--- src/cau_pkg.sv ---
// Shared types, widths and helper functions of the complex arithmetic unit.
// Used by every module under src; depends on nothing else.
package cau_pkg;

  // Word format: signed fixed point with FRAC_BITS fraction bits.
  localparam int WORD_BITS = 32;
  localparam int FRAC_BITS = 16;
  // Exact products and sums of products.
  localparam int PROD_BITS = 2 * WORD_BITS;
  // One quotient bit is produced by each divider cell.
  localparam int QUOT_BITS = WORD_BITS;

  // Operation codes.
  localparam logic [1:0] KIND_ADD = 2'd0;
  localparam logic [1:0] KIND_SUB = 2'd1;
  localparam logic [1:0] KIND_MUL = 2'd2;
  localparam logic [1:0] KIND_DIV = 2'd3;

  typedef struct packed {
    logic [1:0]                  kind;
    logic signed [WORD_BITS-1:0] left_real;
    logic signed [WORD_BITS-1:0] left_imag;
    logic signed [WORD_BITS-1:0] right_real;
    logic signed [WORD_BITS-1:0] right_imag;
  } operand_t;

  typedef struct packed {
    logic signed [WORD_BITS-1:0] result_real;
    logic signed [WORD_BITS-1:0] result_imag;
    logic                        overflow;
    logic                        divide_by_zero;
  } result_t;

  // One part (real or imaginary) as it travels down the divider chain.
  typedef struct packed {
    logic                 neg;    // sign of the exact value
    logic                 big;    // quotient known to exceed the word
    logic [PROD_BITS-1:0] rem;    // partial remainder, or final magnitude
    logic [QUOT_BITS-1:0] nbits;  // numerator bits still to shift in
    logic [QUOT_BITS-1:0] quot;   // quotient bits produced so far
  } part_t;

  typedef struct packed {
    logic                 div;    // part magnitudes are being divided
    logic                 dbz;    // divide with a zero divisor
    logic [PROD_BITS-1:0] den;    // c*c + d*d
    part_t                re;
    part_t                im;
  } cell_t;

  // Magnitude of an exact signed value that is known to fit PROD_BITS bits.
  function automatic logic [PROD_BITS-1:0] abs_mag(input logic signed [PROD_BITS:0] x);
    logic [PROD_BITS:0] t;
    t = x[PROD_BITS] ? -x : x;
    return t[PROD_BITS-1:0];
  endfunction

endpackage

--- src/cau_div_cell.sv ---
// One cell of the divider chain: produces one quotient bit for both parts.
// Depends on cau_pkg.
module cau_div_cell (
  input  logic           clk,
  input  logic           rst,
  input  logic           adv,
  input  logic           in_valid,
  input  cau_pkg::cell_t in_data,
  output logic           valid,
  output cau_pkg::cell_t out_data
);

  localparam int PW = cau_pkg::PROD_BITS;
  localparam int QB = cau_pkg::QUOT_BITS;

  cau_pkg::cell_t cell_next;

  // Restoring step on one part: shift in a numerator bit, try the divisor.
  function automatic cau_pkg::part_t step(input cau_pkg::part_t p,
                                          input logic [PW-1:0] den);
    cau_pkg::part_t o;
    logic [PW:0]    trial;
    logic           fits;
    o     = p;
    trial = {p.rem, p.nbits[QB-1]};
    fits  = trial >= {1'b0, den};
    if (fits) trial = trial - {1'b0, den};
    o.rem   = trial[PW-1:0];
    o.nbits = {p.nbits[QB-2:0], 1'b0};
    o.quot  = {p.quot[QB-2:0], fits};
    return o;
  endfunction

  always_comb begin
    cell_next = in_data;
    if (in_data.div) begin
      cell_next.re = step(in_data.re, in_data.den);
      cell_next.im = step(in_data.im, in_data.den);
    end
  end

  always_ff @(posedge clk) begin
    if (rst) begin
      valid <= 1'b0;
    end else if (adv) begin
      valid <= in_valid;
    end
  end

  always_ff @(posedge clk) begin
    if (adv) out_data <= cell_next;
  end

endmodule

--- config.mk ---
export PLATFORM = sky130hd
export DESIGN_NAME = cau_div_cell
export DESIGN_NICKNAME = d
export VERILOG_FILES = /design/src/cau_pkg.sv /design/src/cau_div_cell.sv
export SDC_FILE = /design/constraint.sdc
export NUM_CORES = 1
export LEC_CHECK = 0
export ABC_CLOCK_PERIOD_IN_PS = 11000
export BUFFER_PORTS_ARGS = -buffer_cell sky130_fd_sc_hd__clkbuf_2
export CORE_AREA = 2 2 254 256
export CTS_CLUSTER_SIZE = 40
export DETAILED_ROUTE_END_ITERATION = 10
export DIE_AREA = 0 0 256 258
export HOLD_SLACK_MARGIN = 0.15
export PLACE_DENSITY_LB_ADDON = 0.25
export SYNTH_ARGS = -nofsm -noshare
export SYNTH_HDL_FRONTEND = slang
export SYNTH_SLANG_ARGS = --single-unit
--- constraint.sdc ---
create_clock -name clk -period 11 [get_ports clk]
set_input_delay 2.2 -clock clk [delete_from_list [all_inputs] [get_ports clk]]
set_output_delay 2.2 -clock clk [all_outputs]
set_load 0.01 [all_outputs]
==> flow_metrics.tcl, run 1 <==
set metrics [dict create \
    drv_cap 0 \
    root_buffer "clkbuf_16" \
    io_buffers 656 \
    yosys.area_share.simple_pct 14.6 \
    nets 3358 \
    rows 93 \
    min_path_type "register to register" \
    yosys_warnings 0 \
    path_class "input pin to register" \
    synth_seq_cells 327 \
    routed_via_density 5.48 \
    synth_area_per_cell_um2 9.60 \
    die-area_mm2 0.0660 \
    rsz0062_at_grt "false" \
    cts_made_buffers 41 \
    ys_seq_area_share_pct 44.0 \
    fin_skew_ns 0 \
    maxSlewHeadroom_pct 28.3 \
    power_mw 3.96 \
    worstMarginPinSlew_ns 1.08 \
    synth_area_mm2 0.0223 \
    grt_antenna_before_repair 14 \
    p_leak_nw 11.9 \
    postRouteAntennaNets 0 \
    final_max_slew_viol_count 0 \
    setup_viol 0 \
    ctsResizeCount 0 \
    critPathArrivalTime_ns 6.30 \
    synthAdderAreaFrac_pct 7.37 \
    yosysTopAreaCell "edfxtp_1" \
    clk_pin_slew_ns 0.05 \
    holdBufCountCts 0 \
    post-cts-setup-buffers 0 \
    cts_tree "done" \
    finalHoldViolCount 0 \
    final.period_utilization_pct 54.6 \
    cp_max_fo 32 \
    fillers 6311 \
    fin_crit_ns 6.00 \
    yosys.cell_types.count 83 \
    status "finished clean" \
    first_pass_iters 5 \
    dieWidth_um 256 \
    startpoint_type "input pin" \
    drcViolationCount 0 \
    drt_iter0_markers 1567 \
    syn_inst 2320 \
    synth_top_family_by_area "compound AO/OA/AOI/OAI gates" \
    clockBufferDepth 3 \
    max_freq_mhz 167 \
    synth-compound-area-share_pct 19.2 \
    vias 20700 \
    worstSkewPairLatency_ns 0.56 \
    core_area_mm2 0.0636 \
    grt_max_degree 121 \
    synth_top_area_share_pct 43.9 \
    setup_tns_ns 0 \
    grt_use_total_pct 25.8 \
    synthFlopType "edfxtp_1" \
    irDropWorstVdd_uv 102 \
    io-pin-count 657 \
    yosys-top-cells-area "edfxtp_1 44%, ha_1 7.2%, mux2_2 6.3%, nand2_1 5.0%, a21oi_1 4.7%" \
    async_flop_share_pct 0 \
    synth_xor_area_share_pct 3.70 \
    crit_required_ns 11.30 \
    grt_pass1_wl_mm 130 \
    overflow 0 \
    synth_mux_area_share_pct 6.58 \
    cts_sinks 327 \
    layout-drive-gt1-share_pct 29.8 \
    place_congestion 0.960 \
    htree_levels 2 \
    die_h_um 258 \
    cellPowerDensity_mw_per_mm2 145 \
    wire_per_inst_um 23.5 \
    post-dp-hpwl_mm 72.2 \
    initial_core_util_pct 35.0 \
    synth-edff-count 326 \
    syn2layout_area_growth_pct 22.9 \
    syn_nets 2780 \
    wl_mm 88.8 \
    grt_pass1_vias 20400 \
    end_kind "register" \
]
[cell type report]
type / count / area [µm²] / share of cell area [%]
Antenna cell: 3 / 7.51 / 0.0274
Clock buffer: 50 / 1060 / 3.87
Clock inverter: 20 / 155 / 0.567
Inverter: 116 / 435 / 1.59
Multi-Input combinational cell: 1744 / 11500 / 41.8
Sequential cell: 327 / 9810 / 35.8
Tap cell: 855 / 1070 / 3.91
Timing Repair Buffer: 668 / 3390 / 12.4
[power breakdown]
group,switching [mW],internal [mW]
combinational,0.697,0.415
sequential,0.0439,1.53
clock,0.548,0.729
[worst max-delay path, cell delays in order]
cell	delay (ns)
clkbuf_2	0.10
inv_1	0.17
ha_1	0.47
nand4_1	0.26
nor4_1	0.68
and4_1	0.32
and3_1	0.17
a211oi_1	0.07
o31a_1	0.29
nor2_4	0.62
buf_4	0.48
o2bb2ai_1	0.11
or3_1	0.30
[cell usage after synthesis (59+ instances only)]
master	n
nor2_1	195
inv_1	116
mux2_2	124
nand2_1	294
clkbuf_1	99
a31oi_1	103
a21oi_1	208
a21o_1	69
xnor2_1	59
ha_1	128
o21ai_0	104
edfxtp_1	326
[worst paths after layout]
| kind | startpoint | endpoint | slack (ns) | depth (start not counted) |
|---|---|---|---|---|
| setup / recovery | in_data[303] | out_data[117]$_DFFE_PP_ | 5.00 | 13 |
| hold / removal | valid$_SDFFE_PP0P_ | valid$_SDFFE_PP0P_ | 0.50 | 2 |
| setup reg to reg | valid$_SDFFE_PP0P_ | valid$_SDFFE_PP0P_ | 10.41 | 2 |
| hold reg to reg | valid$_SDFFE_PP0P_ | valid$_SDFFE_PP0P_ | 0.50 | 2 |
[logic make-up (layout without fill, tap and decap cells)]
logic type / after synthesis / after routing
and+or+nand+nor: 723 / 723
AOI/OAI and AO/OA: 666 / 666
muxes: 131 / 131
adders and majority gates: 130 / 130
DFF: 327 / 327
other: 0 / 3
xor gates and xnor gates: 94 / 94
buffers and inverters: 249 / 854
[sequential cells by signal (all words and copies together) (netlist names)]
register / cells
out_data: 326
valid: 1
[placed cells by master (no fill, tap or decap), types with 7 or more instances in the layout]
cell type and instances:
nor3_1 33, nand2_1 294, or3_1 15, o21ai_0 104, clkbuf_2 654, or2_2 7
nand2b_1 7, mux2i_1 7, and2_1 11, nand4_1 51, buf_4 12, nand3_1 43
o221ai_1 8, nor4_1 10, inv_1 116, a211o_1 9, ha_1 128, o21bai_1 39
a2bb2oi_1 9, mux2_2 124, o211ai_1 7, nor2_1 194, clkbuf_1 9, and3_1 23
clkbuf_16 41, nor2b_1 13, a21oi_1 208, xor2_1 35, xnor2_1 59, a31oi_1 103
o21a_1 17, o31ai_1 7, clkinv_1 9, a211oi_1 15, edfxtp_1 326, a21o_1 69
[metal layers]
layer / GRT usage [%] / share of wire [%] / vias up
met2: 45.0 / 49 / 860
met5: 0 / 0.13 / -
met3: 5.43 / 6.5 / 167
met1: 31.7 / 41 / 9934
li1: - / - / 9754
met4: 8.67 / 3.5 / 18
[per-stage QoR]
stage	setup WS (ns)	hold slack, ns	utilization (%)	std cells	area (µm²)
final	5.00	0.498	43.0	3783	27400
after detailed placement	4.45	0.492	41.1	3710	26200
after global routing	4.88	0.553	43.0	3783	27400
after global placement	4.47	0.471	41.1	3710	26200
after floorplan	5.95	0.528	-	2320	22300
after CTS	5.05	0.505	43.0	3780	27400
No activity file was read; power rests on OpenSTA's default activity.
==> run 2: changes to the inputs <==
- ABC_AREA: unset -> 1
- ABC_CLOCK_PERIOD_IN_PS: 11000 -> 6000
- CORE_AREA: 2 2 254 256 -> 2 2 258 260
- DIE_AREA: 0 0 256 258 -> 0 0 260 262
- clock period: 11 -> 6 ns (I/O delays scaled with it)
==> run 2 against run 1 <==
  * Core utilization increased by 6.5 points
  * Final area increased by 18%
  * Non-clock buffer count increased by 1
  * Global-route usage increased by 10 points
  * Critical path type unchanged
==> flow_metrics.tcl, run 2 <==
set metrics [dict create \
    startpoint_type "input pin" \
    p_comb_share_pct 31.5 \
    top_register "out_data" \
    die-area_mm2 0.0681 \
    cts_made_buffers 39 \
    fin_skew_ns 0 \
    grt_max_degree 182 \
    post-dp-hpwl_mm 107 \
    layout_common_cells "1599 x nand2_1, 815 x inv_1, 654 x clkbuf_2" \
    routed_via_density 5.07 \
    wire_per_inst_um 22.7 \
    synth_area_per_cell_um2 6.67 \
    synthFlopType "edfxtp_1" \
    rows 94 \
    fin_crit_ns 4.02 \
    cts_tree "done" \
    ctsResizeCount 0 \
    wl_mm 126 \
    end_kind "register" \
    p_leak_nw 17.8 \
    syn2layout_area_growth_pct 19.4 \
    place_ws_ns 1.47 \
    seqPwrFrac_pct 37.4 \
    max_freq_mhz 249 \
    setup_tns_ns 0 \
    postRouteAntennaNets 0 \
    rsz0062_at_grt "false" \
    synthTopCellsByCount "1599 x nand2_1, 816 x inv_1, 326 x edfxtp_1, 248 x nand3_1, 191 x nor2_1" \
    final.period_utilization_pct 67.0 \
    first_pass_iters 7 \
    holdBufCountCts 0 \
    io-pin-count 657 \
    syn_inst 4061 \
    worstMarginPinSlew_ns 0.929 \
    irDropWorstVdd_uv 209 \
    layout_top_registers "out_data (326), valid (1)" \
    critPathArrivalTime_ns 4.33 \
    fillers 6861 \
    dieWidth_um 260 \
    finalHoldViolCount 0 \
    final_util_pct 49.5 \
    yosys_warnings 0 \
    cellPowerDensity_mw_per_mm2 238 \
    yosys-top-cells-area "edfxtp_1 36%, nand2_1 22%, inv_1 11%, ha_1 5.9%, nand3_1 4.6%" \
    layout_commonest_cell "nand2_1" \
    setup_viol 0 \
    status "finished clean" \
    synth_area_mm2 0.0271 \
    core_area_mm2 0.0653 \
    drv_cap 0 \
    synth-edff-count 326 \
    async_flop_share_pct 0 \
    worstSkewPairLatency_ns 0.58 \
    grt_pass1_vias 26400 \
    die_h_um 262 \
    nets 5137 \
    maxSlewHeadroom_pct 37.4 \
    cts_sinks 327 \
    drcViolationCount 0 \
    vias 28300 \
    syn_nets 4521 \
    synth_seq_cells 327 \
    place_congestion 1.07 \
    yosysTopAreaCell "edfxtp_1" \
    clk_pin_slew_ns 0.06 \
    ys_seq_area_share_pct 36.2 \
    final_max_slew_viol_count 0 \
    synth.most_common_cell "nand2_1" \
    sw_frac_of_total_pct 36.2 \
    path_class "input pin to register" \
    grt_pass1_wl_mm 176 \
    pwr-share-clk_pct 31.1 \
    grt_use_total_pct 35.8 \
    min_path_type "register to register" \
    htree_levels 2 \
    root_buffer "clkbuf_16" \
    drt_iter0_markers 2789 \
    clockBufferDepth 3 \
    crit_required_ns 6.31 \
    synth_top_area_share_pct 36.1 \
    post-cts-setup-buffers 0 \
    yosys.cell_types.count 38 \
    largest_reg_flops 326 \
    fin_ws_ns 1.98 \
    overflow 0 \
    internal-power_mw 4.91 \
    io_buffers 656 \
    grt_antenna_before_repair 7 \
    cp_max_fo 57 \
    layout-drive-gt1-share_pct 18.2 \
    initial_core_util_pct 41.5 \
    power_switching_mw 2.79 \
]
[run 2: changes by cell type in the layout (fill, tap and decap cells not counted), moves of 59 or more]
| cell | delta |
|---|---|
| inv_1 | +699 |
| nand2_1 | +1305 |
| a21oi_1 | -108 |
| a31oi_1 | -103 |
| mux2_2 | -124 |
| nand3_1 | +205 |
| o21ai_0 | +59 |
| a21o_1 | -66 |
| nand3b_1 | +63 |
[run 2: power by group through the flow]
| stage | registers [mW] | logic (mW) | clock network, mW |
|---|---|---|---|
| finish | 2.88 | 2.42 | 2.39 |
| global route | 2.90 | 2.63 | 2.51 |
| CTS | 2.88 | 2.39 | 2.43 |
| detailed placement | 2.92 | 2.38 | 0 |
| global placement | 2.93 | 2.39 | 0 |
| floorplan | 3.03 | 1.23 | 0 |
[run 2: final timing paths]
kind                            cells after the start                from                     end  slack [ns]
worst max-delay path                               13        in_data[298]  out_data[81]$_DFFE_PP_        1.98
worst max register to register                      2  valid$_SDFFE_PP0P_      valid$_SDFFE_PP0P_        5.42
worst min register to register                      2  valid$_SDFFE_PP0P_      valid$_SDFFE_PP0P_        0.50
worst min-delay path                                2  valid$_SDFFE_PP0P_      valid$_SDFFE_PP0P_        0.50
[run 2: cells by family (layout without fill, tap and decap cells)]
logic type | after synthesis | in the layout | synth area share [%]
flip-flops | 327 | 327 | 36.2
other | 0 | 4 | 0
XOR/XNOR | 62 | 62 | 2.00
multiplexers | 1 | 1 | 0.0370
buffers and inverters | 942 | 1586 | 13.7
AND/OR/NAND/NOR | 2267 | 2267 | 35.6
adder cells (fa/ha/maj) | 130 | 130 | 6.06
AO/OA/AOI/OAI | 332 | 332 | 6.45
[run 2: layer usage]
metal  track usage (%)  routed length [µm]
met2              57.9               56800
met3              7.20               10600
met4              20.0                7890
met1              44.7               51000
met5                 0                  56
[run 2: cell type report]
type	instances	area, µm²	share of cell area [%]
multi-input cells	2792	13600	42.0
flip-flops and latches	327	9810	30.3
repair buffers	669	3440	10.6
inverters	848	3190	9.86
well taps	864	1080	3.34
clock buffers	50	1030	3.18
clock inverters	19	208	0.642
diodes	4	10.0	0.0310
[run 2: worst max-delay path, cell delays in order]
cell      delay, ns
clkbuf_2       0.09
inv_1          0.21
ha_1           0.37
nand2_1        0.10
nand2_1        0.13
a21oi_1        0.27
nand2_1        0.11
a21oi_1        0.20
nor2_2         0.08
nor2_4         0.14
buf_4          0.66
a21oi_1        0.16
o21ai_0        0.56
[run 2: metrics by stage]
step	power, mW	hold WS, ns	area (µm²)	cells
after detailed placement	5.31	0.481	31100	5500
final	7.69	0.499	32300	5573
after global placement	5.31	0.480	31100	5500
after floorplan	4.26	0.528	27100	4061
after CTS	7.70	0.497	32300	5569
after global routing	8.03	0.516	32300	5570
