**config.mk**
```make
export PLATFORM = sky130hd
export DESIGN_NAME = cau_back
export DESIGN_NICKNAME = d
export VERILOG_FILES = /design/src/cau_pkg.sv /design/src/cau_back.sv
export SDC_FILE = /design/constraint.sdc
export NUM_CORES = 1
export LEC_CHECK = 0
export BUFFER_PORTS_ARGS = -buffer_cell sky130_fd_sc_hd__buf_2
export CORE_AREA = 2 2 155 157
export CTS_CLUSTER_DIAMETER = 30
export DETAILED_ROUTE_END_ITERATION = 8
export DIE_AREA = 0 0 157 159
export SYNTH_ARGS = -nofsm -noshare
export SYNTH_HDL_FRONTEND = slang
export SYNTH_SLANG_ARGS = --single-unit
```
**constraint.sdc**
```tcl
create_clock -name clk -period 9.4 [get_ports clk]
set_clock_uncertainty 0.1 [all_clocks]
set_input_delay 1.88 -clock clk [delete_from_list [all_inputs] [get_ports clk]]
set_output_delay 1.88 -clock clk [all_outputs]
set_load 0.01 [all_outputs]
```
**src/cau_pkg.sv**
```systemverilog
// Shared types, widths and helper functions of the complex arithmetic unit.
// Used by every module under src; depends on nothing else.
package cau_pkg;

  // Word format: signed fixed point with FRAC_BITS fraction bits.
  localparam int WORD_BITS = 32;
  localparam int FRAC_BITS = 16;
  // Exact products and sums of products.
  localparam int PROD_BITS = 2 * WORD_BITS;
  // One quotient bit is produced by each divider cell.
  localparam int QUOT_BITS = WORD_BITS;

  // Operation codes.
  localparam logic [1:0] KIND_ADD = 2'd0;
  localparam logic [1:0] KIND_SUB = 2'd1;
  localparam logic [1:0] KIND_MUL = 2'd2;
  localparam logic [1:0] KIND_DIV = 2'd3;

  typedef struct packed {
    logic [1:0]                  kind;
    logic signed [WORD_BITS-1:0] left_real;
    logic signed [WORD_BITS-1:0] left_imag;
    logic signed [WORD_BITS-1:0] right_real;
    logic signed [WORD_BITS-1:0] right_imag;
  } operand_t;

  typedef struct packed {
    logic signed [WORD_BITS-1:0] result_real;
    logic signed [WORD_BITS-1:0] result_imag;
    logic                        overflow;
    logic                        divide_by_zero;
  } result_t;

  // One part (real or imaginary) as it travels down the divider chain.
  typedef struct packed {
    logic                 neg;    // sign of the exact value
    logic                 big;    // quotient known to exceed the word
    logic [PROD_BITS-1:0] rem;    // partial remainder, or final magnitude
    logic [QUOT_BITS-1:0] nbits;  // numerator bits still to shift in
    logic [QUOT_BITS-1:0] quot;   // quotient bits produced so far
  } part_t;

  typedef struct packed {
    logic                 div;    // part magnitudes are being divided
    logic                 dbz;    // divide with a zero divisor
    logic [PROD_BITS-1:0] den;    // c*c + d*d
    part_t                re;
    part_t                im;
  } cell_t;

  // Magnitude of an exact signed value that is known to fit PROD_BITS bits.
  function automatic logic [PROD_BITS-1:0] abs_mag(input logic signed [PROD_BITS:0] x);
    logic [PROD_BITS:0] t;
    t = x[PROD_BITS] ? -x : x;
    return t[PROD_BITS-1:0];
  endfunction

endpackage

```
**src/cau_back.sv**
```systemverilog
// Back end of the complex arithmetic unit: saturation and the result register.
// Depends on cau_pkg.
module cau_back (
  input  logic             clk,
  input  logic             rst,
  input  logic             adv,
  input  logic             in_valid,
  input  cau_pkg::cell_t   in_data,
  output logic             valid,
  output cau_pkg::result_t out_data
);

  localparam int W  = cau_pkg::WORD_BITS;
  localparam int PW = cau_pkg::PROD_BITS;
  localparam int QB = cau_pkg::QUOT_BITS;
  localparam logic [PW-1:0] MAX_POS = {{(PW-W+1){1'b0}}, {(W-1){1'b1}}};
  localparam logic [PW-1:0] MAX_NEG = {{(PW-W){1'b0}}, 1'b1, {(W-1){1'b0}}};

  // Final magnitude of a part: quotient, saturating marker, or passed value.
  function automatic logic [PW-1:0] final_mag(input cau_pkg::part_t p, input logic div);
    if (!div) return p.rem;
    if (p.big) return '1;
    return {{(PW-QB){1'b0}}, p.quot};
  endfunction

  logic [PW-1:0]    mag_re, mag_im;
  logic             ovf_re, ovf_im;
  logic [W-1:0]     val_re, val_im;
  cau_pkg::result_t res_next;

  always_comb begin
    mag_re = final_mag(in_data.re, in_data.div);
    mag_im = final_mag(in_data.im, in_data.div);

    // Saturate each part to the word range.
    if (!in_data.re.neg) begin
      ovf_re = mag_re > MAX_POS;
      val_re = ovf_re ? MAX_POS[W-1:0] : mag_re[W-1:0];
    end else begin
      ovf_re = mag_re > MAX_NEG;
      val_re = ovf_re ? MAX_NEG[W-1:0] : -mag_re[W-1:0];
    end
    if (!in_data.im.neg) begin
      ovf_im = mag_im > MAX_POS;
      val_im = ovf_im ? MAX_POS[W-1:0] : mag_im[W-1:0];
    end else begin
      ovf_im = mag_im > MAX_NEG;
      val_im = ovf_im ? MAX_NEG[W-1:0] : -mag_im[W-1:0];
    end

    res_next.result_real    = val_re;
    res_next.result_imag    = val_im;
    res_next.overflow       = ovf_re | ovf_im;
    res_next.divide_by_zero = in_data.dbz;
  end

  always_ff @(posedge clk) begin
    if (rst) begin
      valid <= 1'b0;
    end else if (adv) begin
      valid <= in_valid;
    end
  end

  always_ff @(posedge clk) begin
    if (adv) out_data <= res_next;
  end

endmodule

```
==> metrics list, run 1 <==
* Result of the run: completed
* Mean Syn Cell Area: 8.69 um^2
- Maximum achievable frequency: 0.180 GHz
- Number of antenna-violating nets in the routed design: 0
- Part of the total power dissipated in the clock network: 37.9%
- Yosys mapped a number of flops with a built-in enable equal to 66.
* Data required time of the worst path: 9.40 ns
* Max-slew violation count: 0
- Once placement completed, the tool counted placed cells totaling 1230.
* Average vias per placed instance: 5.44
- Reg power frac: 37.4%
- Compared with the post-synthesis result, the final layout area differs by 31.6%.
* Net switching share of the total power: 29.9%
- Placeable Area: 23200 um^2
- The die is 159 um tall.
* Crit-path max FO: 59
- WHS Path Cells: 2
- After clock tree synthesis, the setup repair step added 0 buffers.
- Placed wire-length estimate: 17.6 mm
- Row generation in the floorplan step produced 56 rows.
* Overall power of the completed layout: 0.000982 W
- Final clock period utilization by the worst path: 59.0%
* Hold Fails Final Rpt: 0
- Counting flops with an async set or reset pin after synthesis yields a share of 0%.
- The post-route netlist has 35.9% of its cells at a drive strength greater than 1.
- Commonest register cell after synthesis: edfxtp_1
- Once the floorplan was initialized, standard cells occupied 25.7% of the core.
- Width of the die: 157 um
- Post-route insts no fill: 1247
- The count of buffers added on input and output ports is 268.
- Areal power density over the cells: 125 nW/um^2
- In this run the deepest clock path goes through 2 buffers.
- Transition time at the pin with the least slew margin: 1.01 ns
* DRC violation total after the first TritonRoute iteration: 517
- Via count of the first global-routing pass: 6369
- OpenSTA, run right after detailed placement, puts the worst setup slack at 3.60 ns.
- Layout Nets: 1256
- Area of the multi-input gates: 3640 um^2
- The later pin in the worst-skew pair is clocked with a latency of 0.34 ns.
* FILL cells: 2450
- Commonest cells after routing, fill and taps aside: 267 x buf_2, 66 x edfxtp_1, 58 x nor2_1, 47 x nor3_1, 43 x nand2_1
- The critical path is of the primary input to flop type.
* TritonCTS clock tree: done
- Yosys printed 0 warnings.
* Pin count of the biggest net entering global routing: 95
- Number of top-level pins: 397
- Number of gates given a new drive strength after cts: 0
* Flip-flop and latch count after synthesis: 67
- Cell internal power was estimated by the tool at 0.000688 W.
- For this design, the CTS-stage hold fixing added 0 buffers.
- Routability-driven placement finished with a final weighted congestion of 0.857.
- Dividing the detail-routed wire length by the instance count gives 18.6 um.
- Terminus of the critical flop-to-flop path: valid
* Setup slack on the worst flop-to-flop path: 8.71 ns
- Portion of the post-synthesis area used by sequential elements: 33.6%
- Final sum of negative setup slack: 0 ns
* Proportion of power drawn by combinational gates: 24.7%
- The initial antenna violation count came to 1.
- Nature of the critical path endpoint: flop
- The cell area that synthesis handed to floorplanning was 5960 um^2.
- Setup repair after global routing left no endpoint under its margin.
- The number of nets in the synthesized netlist is 1020.
- The smallest clock period supported by the final layout is computed as 5.55 ns.
* Most common library cell in the layout ignoring fill and taps: buf_2
* Kind of launch point of the worst setup path: primary input
* Worst setup slack after layout: 3.85 ns
- Max-cap violations in this run came to 0.
* Leftover overflow at the end of global routing: 0
* Data arrival time of the critical path: 5.55 ns
* Number of clock sinks seen by CTS: 67
* Vias after detailed routing: 6789
- Leakage power: 3.11 nW
- The number of different library cells used by synthesis comes to 73.
- VDD IR max: 87.4 uV
- Minimum hold slack: 0.411 ns
* Register cell area after layout: 2000 um^2
* First-pass GRT wire length: 35.8 mm
- The H-tree generated during clock tree synthesis spans 3 levels.
- Setup violations remaining at the end of the flow were counted as 0.
* First drt pass iteration count: 7
- Startpoint of the worst-slack reg-to-reg timing path: valid
- CTS clk-pin slew, worst paths: 0.06 ns
* Worst min-delay path class: flop to flop
- Overall routing resource usage: 18.4%
* Detailed Route WL: 23.2 mm
- The startpoint identified for the worst hold timing path is valid.
- Switching Power: 0.000294 W
* End of the worst hold path: valid
- Residual DRC: 0
- The die covers 25000 um^2.
* Cell count after synthesis: 686
- Counting cells, the worst reg-to-reg path comes to 2.
- Number of CTS-inserted buffers: 9
* Slew Limit Headroom: 32.6%
- The tree is rooted in a clkbuf_16.
critical path: stages:
cell,delay (ns)
buf_4,0.13
buf_4,0.45
nand2b_1,0.67
o22ai_1,0.75
and3_1,0.62
a31o_2,0.27
a21oi_2,0.05
buf_4,0.27
a221oi_1,0.39
cells by family after synthesis:
| kind of cell | Yosys count | share of synthesized area (%) |
|---|---|---|
| XOR/XNOR | 24 | 3.53 |
| AND/OR/NAND/NOR | 302 | 28.3 |
| adder cells (fa/ha/maj) | 4 | 0.840 |
| buffers and inverters | 69 | 5.35 |
| AO/OA/AOI/OAI | 209 | 26.5 |
| multiplexers | 11 | 1.89 |
| flip-flops | 67 | 33.6 |
power by group through the flow:
stage	clock network, W	registers, W	logic (W)
after floorplan	0	0.000388	0.000112
after global placement	0	0.000374	0.000238
after detailed placement	0	0.000374	0.000240
after CTS	0.000383	0.000368	0.000242
after global routing	0.000393	0.000370	0.000266
final	0.000372	0.000367	0.000242
per-layer routing:
metal / wire [um] / track usage, % / vias up
met5: 0 / 0 / -
met4: 472 / 5.96 / 0
met3: 1940 / 3.29 / 29
met2: 10100 / 27.8 / 343
met1: 10700 / 26.5 / 3207
li1: - / - / 3210
worst max path at each step:
| stage | end | slack, ns | from | cells after the start |
|---|---|---|---|---|
| after floorplan | out_data[48] | 4.35 | in_data[325] | 17 |
| after global placement | out_data[19] | 3.65 | in_data[325] | 9 |
| after detailed placement | out_data[19] | 3.60 | in_data[325] | 9 |
| after CTS | out_data[19] | 3.98 | in_data[325] | 9 |
| after global routing | out_data[19] | 3.56 | in_data[325] | 9 |
| final | out_data[19] | 3.85 | in_data[325] | 9 |
state kept, by name, indices dropped and copies added, names as in the netlist:
| name | count |
|---|---|
| out_data | 66 |
| valid | 1 |
Yosys cell counts (5+ instances only):
| master | number | area (um^2) |
|---|---|---|
| or4b_1 | 11 | 110 |
| buf_2 | 9 | 45.0 |
| a211oi_1 | 11 | 82.6 |
| a31oi_1 | 6 | 37.5 |
| o21a_1 | 7 | 52.6 |
| o22a_1 | 10 | 87.6 |
| xor2_1 | 8 | 70.1 |
| xnor2_1 | 16 | 140 |
| a21oi_1 | 41 | 205 |
| clkbuf_1 | 34 | 128 |
| mux2i_1 | 9 | 90.1 |
| nor4_1 | 20 | 125 |
| nor2_1 | 58 | 218 |
| inv_1 | 15 | 56.3 |
| a221oi_2 | 10 | 150 |
| nand4_1 | 16 | 100 |
| or2_2 | 10 | 62.6 |
| a211oi_2 | 9 | 113 |
| a221oi_1 | 6 | 52.6 |
| nor3_1 | 47 | 235 |
| nor4b_1 | 11 | 96.3 |
| o21ai_0 | 19 | 95.1 |
| a21o_1 | 10 | 75.1 |
| o22ai_1 | 34 | 213 |
| a311oi_1 | 7 | 61.3 |
| and2_1 | 9 | 56.3 |
| buf_6 | 5 | 56.3 |
| or3_1 | 23 | 144 |
| nand3_1 | 19 | 95.1 |
| edfxtp_1 | 66 | 1980 |
| nand2_1 | 43 | 161 |
| and3_1 | 6 | 37.5 |
final cells by class:
cell class,count,share of cell area (%)
inverter,15,0.718
clock inverter,7,1.18
sequential,67,25.5
clock buffer,9,2.87
tap,319,5.09
multi-input combinational,550,46.4
timing repair buffer,279,18.2
antenna,1,0.0319
stage by stage:
stage	cell area, um^2	util, %
6_report	7840	33.8
5_1_grt	7840	33.8
4_1_cts	7840	33.8
3_5_place_dp	7520	32.4
3_3_place_gp	7520	32.4
2_1_floorplan	5960	-
Power figures use the tool's default switching activity.
==> run 2, diff against run 1 <==
Settings changed: ABC_AREA set to 1, CORE_AREA 2 2 155 157 to 2 2 154 156, DIE_AREA 0 0 157 159 to 0 0 156 158.
Clock period 9.4 ns to 5.5 ns, I/O delays scaled along.
==> metrics list, run 2 <==
- Counting flops with an async set or reset pin after synthesis yields a share of 0%.
- Dividing total power by cell area gives a power density of 189 nW/um^2.
* First-pass GRT wire length: 38.0 mm
* Mapped Area: 6760 um^2
- Detailed placement ended at an HPWL of 19.7 mm.
- The number of global-route vias before repair is 6959.
* Flip-flop count of the largest register after layout: 66
- Counting every net in the synthesized netlist gives 1404.
* Result of the run: completed
* Final weighted congestion in routability-driven placement: 0.930
- The post-route netlist has 27.9% of its cells at a drive strength greater than 1.
* Residual DRC: 0
- Flip-flop and latch count after synthesis: 67
- Number of unique standard cell types used by synthesis: 34
* Avg WL per Cell: 15.6 um
* Number of gates given a new drive strength after cts: 0
- The number of antenna diodes in the final layout is 0.
- After synthesis, the largest area contributor takes up 29.3% of total cell area.
* Data required time of the worst path: 5.44 ns
* Kind of launch point of the worst setup path: primary input
- The initial antenna violation count was 0.
- Hold Fails Final Rpt: 0
* Commonest cells after routing, fill and taps aside: 349 x nand2_1, 267 x buf_2, 161 x nor2_1, 90 x nand3_1, 88 x inv_1
- Crit-path max FO: 57
- The area growth from synthesis to layout is 26.3%.
- Setup repair after global routing left no endpoint under its margin.
* Pin count of the biggest net entering global routing: 58
* Number of synthesized flops with an enable pin: 66
- Number of top-level pins: 397
- The worst setup path is captured at a flop.
* Most common library cell in the layout ignoring fill and taps: nand2_1
- Finish-stage setup viols: 0
* Count of input and output buffers: 268
- Data arrival time of the critical path: 3.98 ns
- Together, buffers and inverters on the worst path number 2.
* Final clock period utilization by the worst path: 73.4%
- Worst min-delay path class: flop to flop
* Leftover overflow at the end of global routing: 0
- Measured along the x axis, the die boundary spans 156 um.
- TritonCTS built the clock tree.
* Final sum of negative setup slack: 0 ns
* Category of cells accounting for the largest share of critical-path delay: simple AND/OR/NAND/NOR gates
- Yosys printed 0 warnings.
- Maximum achievable frequency: 0.248 GHz
* Cell type with the largest total area after synthesis: edfxtp_1
- The initialized floorplan defines 56 standard-cell rows.
* Vias after detailed routing: 7832
- Placeable Area: 23100 um^2
* Largest stage delay on the critical path: 0.52 ns
- For this block, the routed nets add up to 25.2 mm of wire.
- Top post-synthesis cells by count: 349 x nand2_1, 161 x nor2_1, 90 x nand3_1, 88 x inv_1, 79 x o21ai_0
* Root buffer cell: clkbuf_16
- For this run, the number of standard cells in the final layout without fillers is 1611.
* Crit path cell chain: buf_4 -> nand2_2 -> o22ai_1 -> ha_1 -> nand3_1 -> inv_1 -> nand2_1 -> nor2_4 -> nand3_1 -> nand2_2 -> a21oi_1
- Summed over all cells, the static leakage comes to 3.95 nW.
* Die extent in y: 158 um
- First drt pass iteration count: 5
- The max-slew violation count was 0.
- VDD IR max: 103 uV
* CTS clk-pin slew, worst paths: 0.06 ns
* Number of antenna-violating nets in the routed design: 0
* Transition time at the pin with the least slew margin: 1.17 ns
- The later pin in the worst-skew pair is clocked with a latency of 0.34 ns.
- The floorplan step defined a die boundary enclosing 24600 um^2.
* Placed cells: 1595
* Number of CTS-inserted buffers: 9
- Most instantiated library cell after synthesis: nand2_1
- Across every metal layer, demand over resource in global routing totals 20.1%.
* CTS HTree Levels: 3
- The net count of the finished layout is 1650.
- Cell count after synthesis: 1070
* Average vias per placed instance: 4.86
- Worst setup slack after layout: 1.46 ns
* Setup slack at placement: 1.14 ns
- Time the worst path needs with I/O delays and setup: 4.04 ns
* Number of clock sinks seen by CTS: 67
* Count of buffers added by post-CTS timing repair for setup: 0
- Across the run, the number of max-cap violations was 0.
- The setup path with the least slack is of type primary input to flop.
* Largest reg by FF count: out_data
* Worst-path cell with the longest stage delay: nand2_2
* Slew Limit Headroom: 22.0%
* Portion of the post-synthesis area used by sequential elements: 29.6%
- Initial core utilization: 29.3%
- For this block, the initial DRC count from the detailed router was 622.
- Counting along the longest clock path gives a buffer depth of 2.
- In the synthesized netlist the dominant register cell turns out to be edfxtp_1.
* Number of buffers added to fix hold violations after cts: 0
- Ranking of synthesized cells by area: edfxtp_1 29%, nand2_1 19%, nor2_1 8.9%
- Top Registers: out_data: 66 flops, valid: 1 flops
* Mean Syn Cell Area: 6.32 um^2
## run 2: cell type report
type,count,area [um^2]
clock buffer,9,225
clock inverter,7,45.0
multi-input combinational,870,4140
inverter,91,342
tap,290,363
fill,2490,14500
sequential,67,2000
timing repair buffer,277,1410
## run 2: power by group
part / switching [W] / internal, W / total, W
Sequential: 0.0000116 / 0.000613 / 0.000625
Clock: 0.000244 / 0.000303 / 0.000547
Combinational: 0.000274 / 0.000168 / 0.000442
Total: 0.000530 / 0.00108 / 0.00161
## run 2: worst reg2reg max path, cell delays in order (launching register included)
cell	delay, ns
dfxtp_1	0.31
mux2i_1	0.12
nor2_1	0.05
## run 2: cell families after synthesis
kind of cell,Yosys count,synth area share [%]
and+or+nand+nor,720,47.2
DFF,67,29.6
muxes,1,0.148
buffers and inverters,133,9.05
AOI/OAI and AO/OA,122,10.3
adders and majority gates,4,0.741
xor gates and xnor gates,23,2.98
## run 2: final timing paths
| check | start | endpoint | slack, ns | cells after the start |
|---|---|---|---|---|
| hold / removal | valid | valid | 0.40 | 2 |
| setup / recovery | in_data[325] | out_data[33] | 1.46 | 11 |
| hold reg to reg | valid | valid | 0.40 | 2 |
| setup reg to reg | valid | valid | 4.82 | 2 |
## run 2: stage by stage
step	total power (W)	area, um^2	utilization (%)	hold WS (ns)
2_1_floorplan	0.000881	6760	-	0.428
3_3_place_gp	0.00107	8260	35.8	0.368
3_5_place_dp	0.00108	8260	35.8	0.386
4_1_cts	0.00163	8530	37.0	0.400
5_1_grt	0.00170	8530	37.0	0.439
6_report	0.00161	8530	37.0	0.396
## run 2: layer usage
metal  track usage (%)  vias up  share of wire (%)
met3              3.56       18                9.5
met2              30.5      409                 42
met1              29.7     3485                 47
met4              4.19        0                1.1
li1                  -     3920                  -
met5                 0        -                  0
==> run 3, diff against run 2 <==
Clock period 5.5 ns to 4.14 ns, I/O delays scaled along.
==> metrics list, run 3 (same netlist as run 2, synthesis figures left out) <==
- The worst hold path begins at valid.
- Floorplan die area: 24600 um^2
- The first global-routing pass estimated 37.7 mm of wire.
- TritonCTS clock tree: done
- Most common library cell in the layout ignoring fill and taps: nand2_1
- The pre-antenna-repair detailed-routing pass consisted of 5 iterations.
- For this design the top-level I/O count stands at 397.
* Number of CTS-inserted buffers: 9
* Overall power of the completed layout: 0.00223 W
- Summing all non-filler instances in the final layout gives an area of 8630 um^2.
- Worst min-delay path class: flop to flop
* Core Util, Final: 37.4%
- The initialized floorplan defines 56 standard-cell rows.
- The number of global-route vias before repair is 7020.
- CTS clk-pin slew, worst paths: 0.06 ns
- Entering global routing, the biggest net connects 84 pins.
* Register cell area after layout: 2000 um^2
* Residual DRC: 0
- Count of input and output buffers: 268
- The congestion estimate from routability-driven global placement came to 0.913.
* Placeable Area: 23100 um^2
* Final clock period utilization by the worst path: 81.9%
* Crit-path max FO: 42
- The endpoint identified for the worst register-to-register timing path is valid.
- Global routing finished with a remaining overflow of 0.
- The worst setup path is launched from a primary input.
- Number of clock sinks seen by CTS: 67
* Initial core utilization: 29.3%
* Fraction of final layout cells sized beyond drive strength 1: 28.4%
* Source-to-sink clock delay at the later pin of the worst-skew pair: 0.35 ns
- The final layout contains routed wiring with a total length of 25.3 mm.
- Dividing the detail-routed wire length by the instance count gives 15.7 um.
- The floorplan step set the die height to 158 um.
- Area of the multi-input gates: 4140 um^2
- DRC violation total after the first TritonRoute iteration: 705
- Post-CTS repair changed the size of 0 cells.
* Layout Nets: 1658
- The worst setup path is captured at a flop.
- Part of the total power dissipated in the clock network: 36.2%
- Net switching share of the total power: 32.5%
- Cells on worst reg2reg path: 2
- Finish-stage setup viols: 0
- Leaving out fill and tap cells, the most frequent cells in the layout are 349 x nand2_1, 267 x buf_2, 161 x nor2_1, 90 x nand3_1, 88 x inv_1.
- Number of maximum-capacitance constraint violations: 0
- Detailed placement finished with a half-perimeter wire length of 19.9 mm.
- Dividing total power by cell area gives a power density of 259 nW/um^2.
* Maximum achievable frequency: 0.295 GHz
- Startpoint of the worst-slack reg-to-reg timing path: valid
* Clock Path Buffers: 2
- Overall routing resource usage: 20.0%
* End of the worst hold path: valid
* Data arrival time of the critical path: 3.46 ns
- Sequential cells burn 37.1% of the power.
- Summed over all cells, the static leakage comes to 4.01 nW.
* Flip-flop count of the largest register after layout: 66
* Placed Area: 8330 um^2
- FILL cells: 2515
* VDD IR max: 147 uV
- For this block, the via count after detailed routing is 7884.
- The die is 156 um wide.
* Count of buffers added by post-CTS timing repair for setup: 0
* CTS HTree Levels: 3
- The run finished with clean final reports.
- Root buffer cell: clkbuf_16
* Int Pwr: 0.00151 W
- In this run the worst setup path begins at in_data[325].
* Slew Limit Headroom: 23.6%
* Setup repair after global routing missed its margin: no
- WHS Path Cells: 2
* Hold Fails Final Rpt: 0
* Data required time of the worst path: 4.21 ns
- Adding up every negative setup slack in the final design gives 0 ns.
- Number of buffers added to fix hold violations after cts: 0
- The worst setup path is of the primary input to flop kind.
- Counting I/O delays and the setup requirement, the final critical path takes 3.39 ns.
* Largest reg by FF count: out_data
* Area growth from synthesis to layout: 27.7%
- 0 antenna diodes ended up in the layout.
- In the routed layout, each cell is associated on average with a via count of 4.87.
- Summed over all nets, the switching power comes to 0.000725 W.
* Max-slew violation count: 0
* Antenna violations before repair: 1
* Number of antenna-violating nets in the routed design: 0
- The share of total power dissipated in combinational logic is 26.7%.
- Transition time at the pin with the least slew margin: 1.14 ns
- In this run the register-to-register setup slack is 3.46 ns.
* Top Registers: out_data: 66 flops, valid: 1 flops
## run 3: final cells by class
type	count	area share, %
inverter	91	3.96
clock buffer	9	2.61
sequential	67	23.2
multi-input combinational	870	48.0
tap	290	4.21
timing repair buffer	285	17.2
clock inverter	7	0.798
## run 3: worst max path at each step
| stage | end | slack, ns | depth (start not counted) |
|---|---|---|---|
| after global routing | out_data[36] | 0.55 | 12 |
| final | out_data[36] | 0.75 | 12 |
| after CTS | out_data[36] | 0.77 | 12 |
| after floorplan | out_data[1] | 1.03 | 15 |
| after detailed placement | out_data[36] | 0.43 | 12 |
| after global placement | out_data[36] | 0.49 | 12 |
## run 3: critical path, cell delays in order
cell	delay [ns]
buf_4	0.34
nand2_1	0.24
buf_4	0.26
o21ai_1	0.36
nand2_1	0.15
nor2_2	0.13
nand2_1	0.09
nor2_4	0.19
nand3_1	0.12
nand2_2	0.17
nand2_2	0.26
o21bai_1	0.28
## run 3: power by group through the flow
stage	Sequential (W)	Clock (W)	Combinational (W)
CTS	0.000831	0.000819	0.000594
detailed placement	0.000845	0	0.000592
finish	0.000829	0.000807	0.000596
global placement	0.000843	0	0.000587
floorplan	0.000877	0	0.000294
global route	0.000835	0.000844	0.000663
## run 3: routing by layer
| metal | GRT usage [%] | part of all wire (%) | up-vias |
|---|---|---|---|
| met5 | 0 | 0.051 | - |
| met4 | 5.24 | 1.4 | 2 |
| li1 | - | - | 3936 |
| met3 | 3.09 | 9.0 | 24 |
| met1 | 29.7 | 48 | 3541 |
| met2 | 29.9 | 42 | 381 |
## run 3: stage by stage
stage	hold WS (ns)	cells	setup slack (ns)
after global routing	0.436	1619	0.553
after CTS	0.403	1619	0.774
after detailed placement	0.389	1603	0.433
after floorplan	0.428	1070	1.03
after global placement	0.368	1603	0.488
final	0.397	1619	0.751
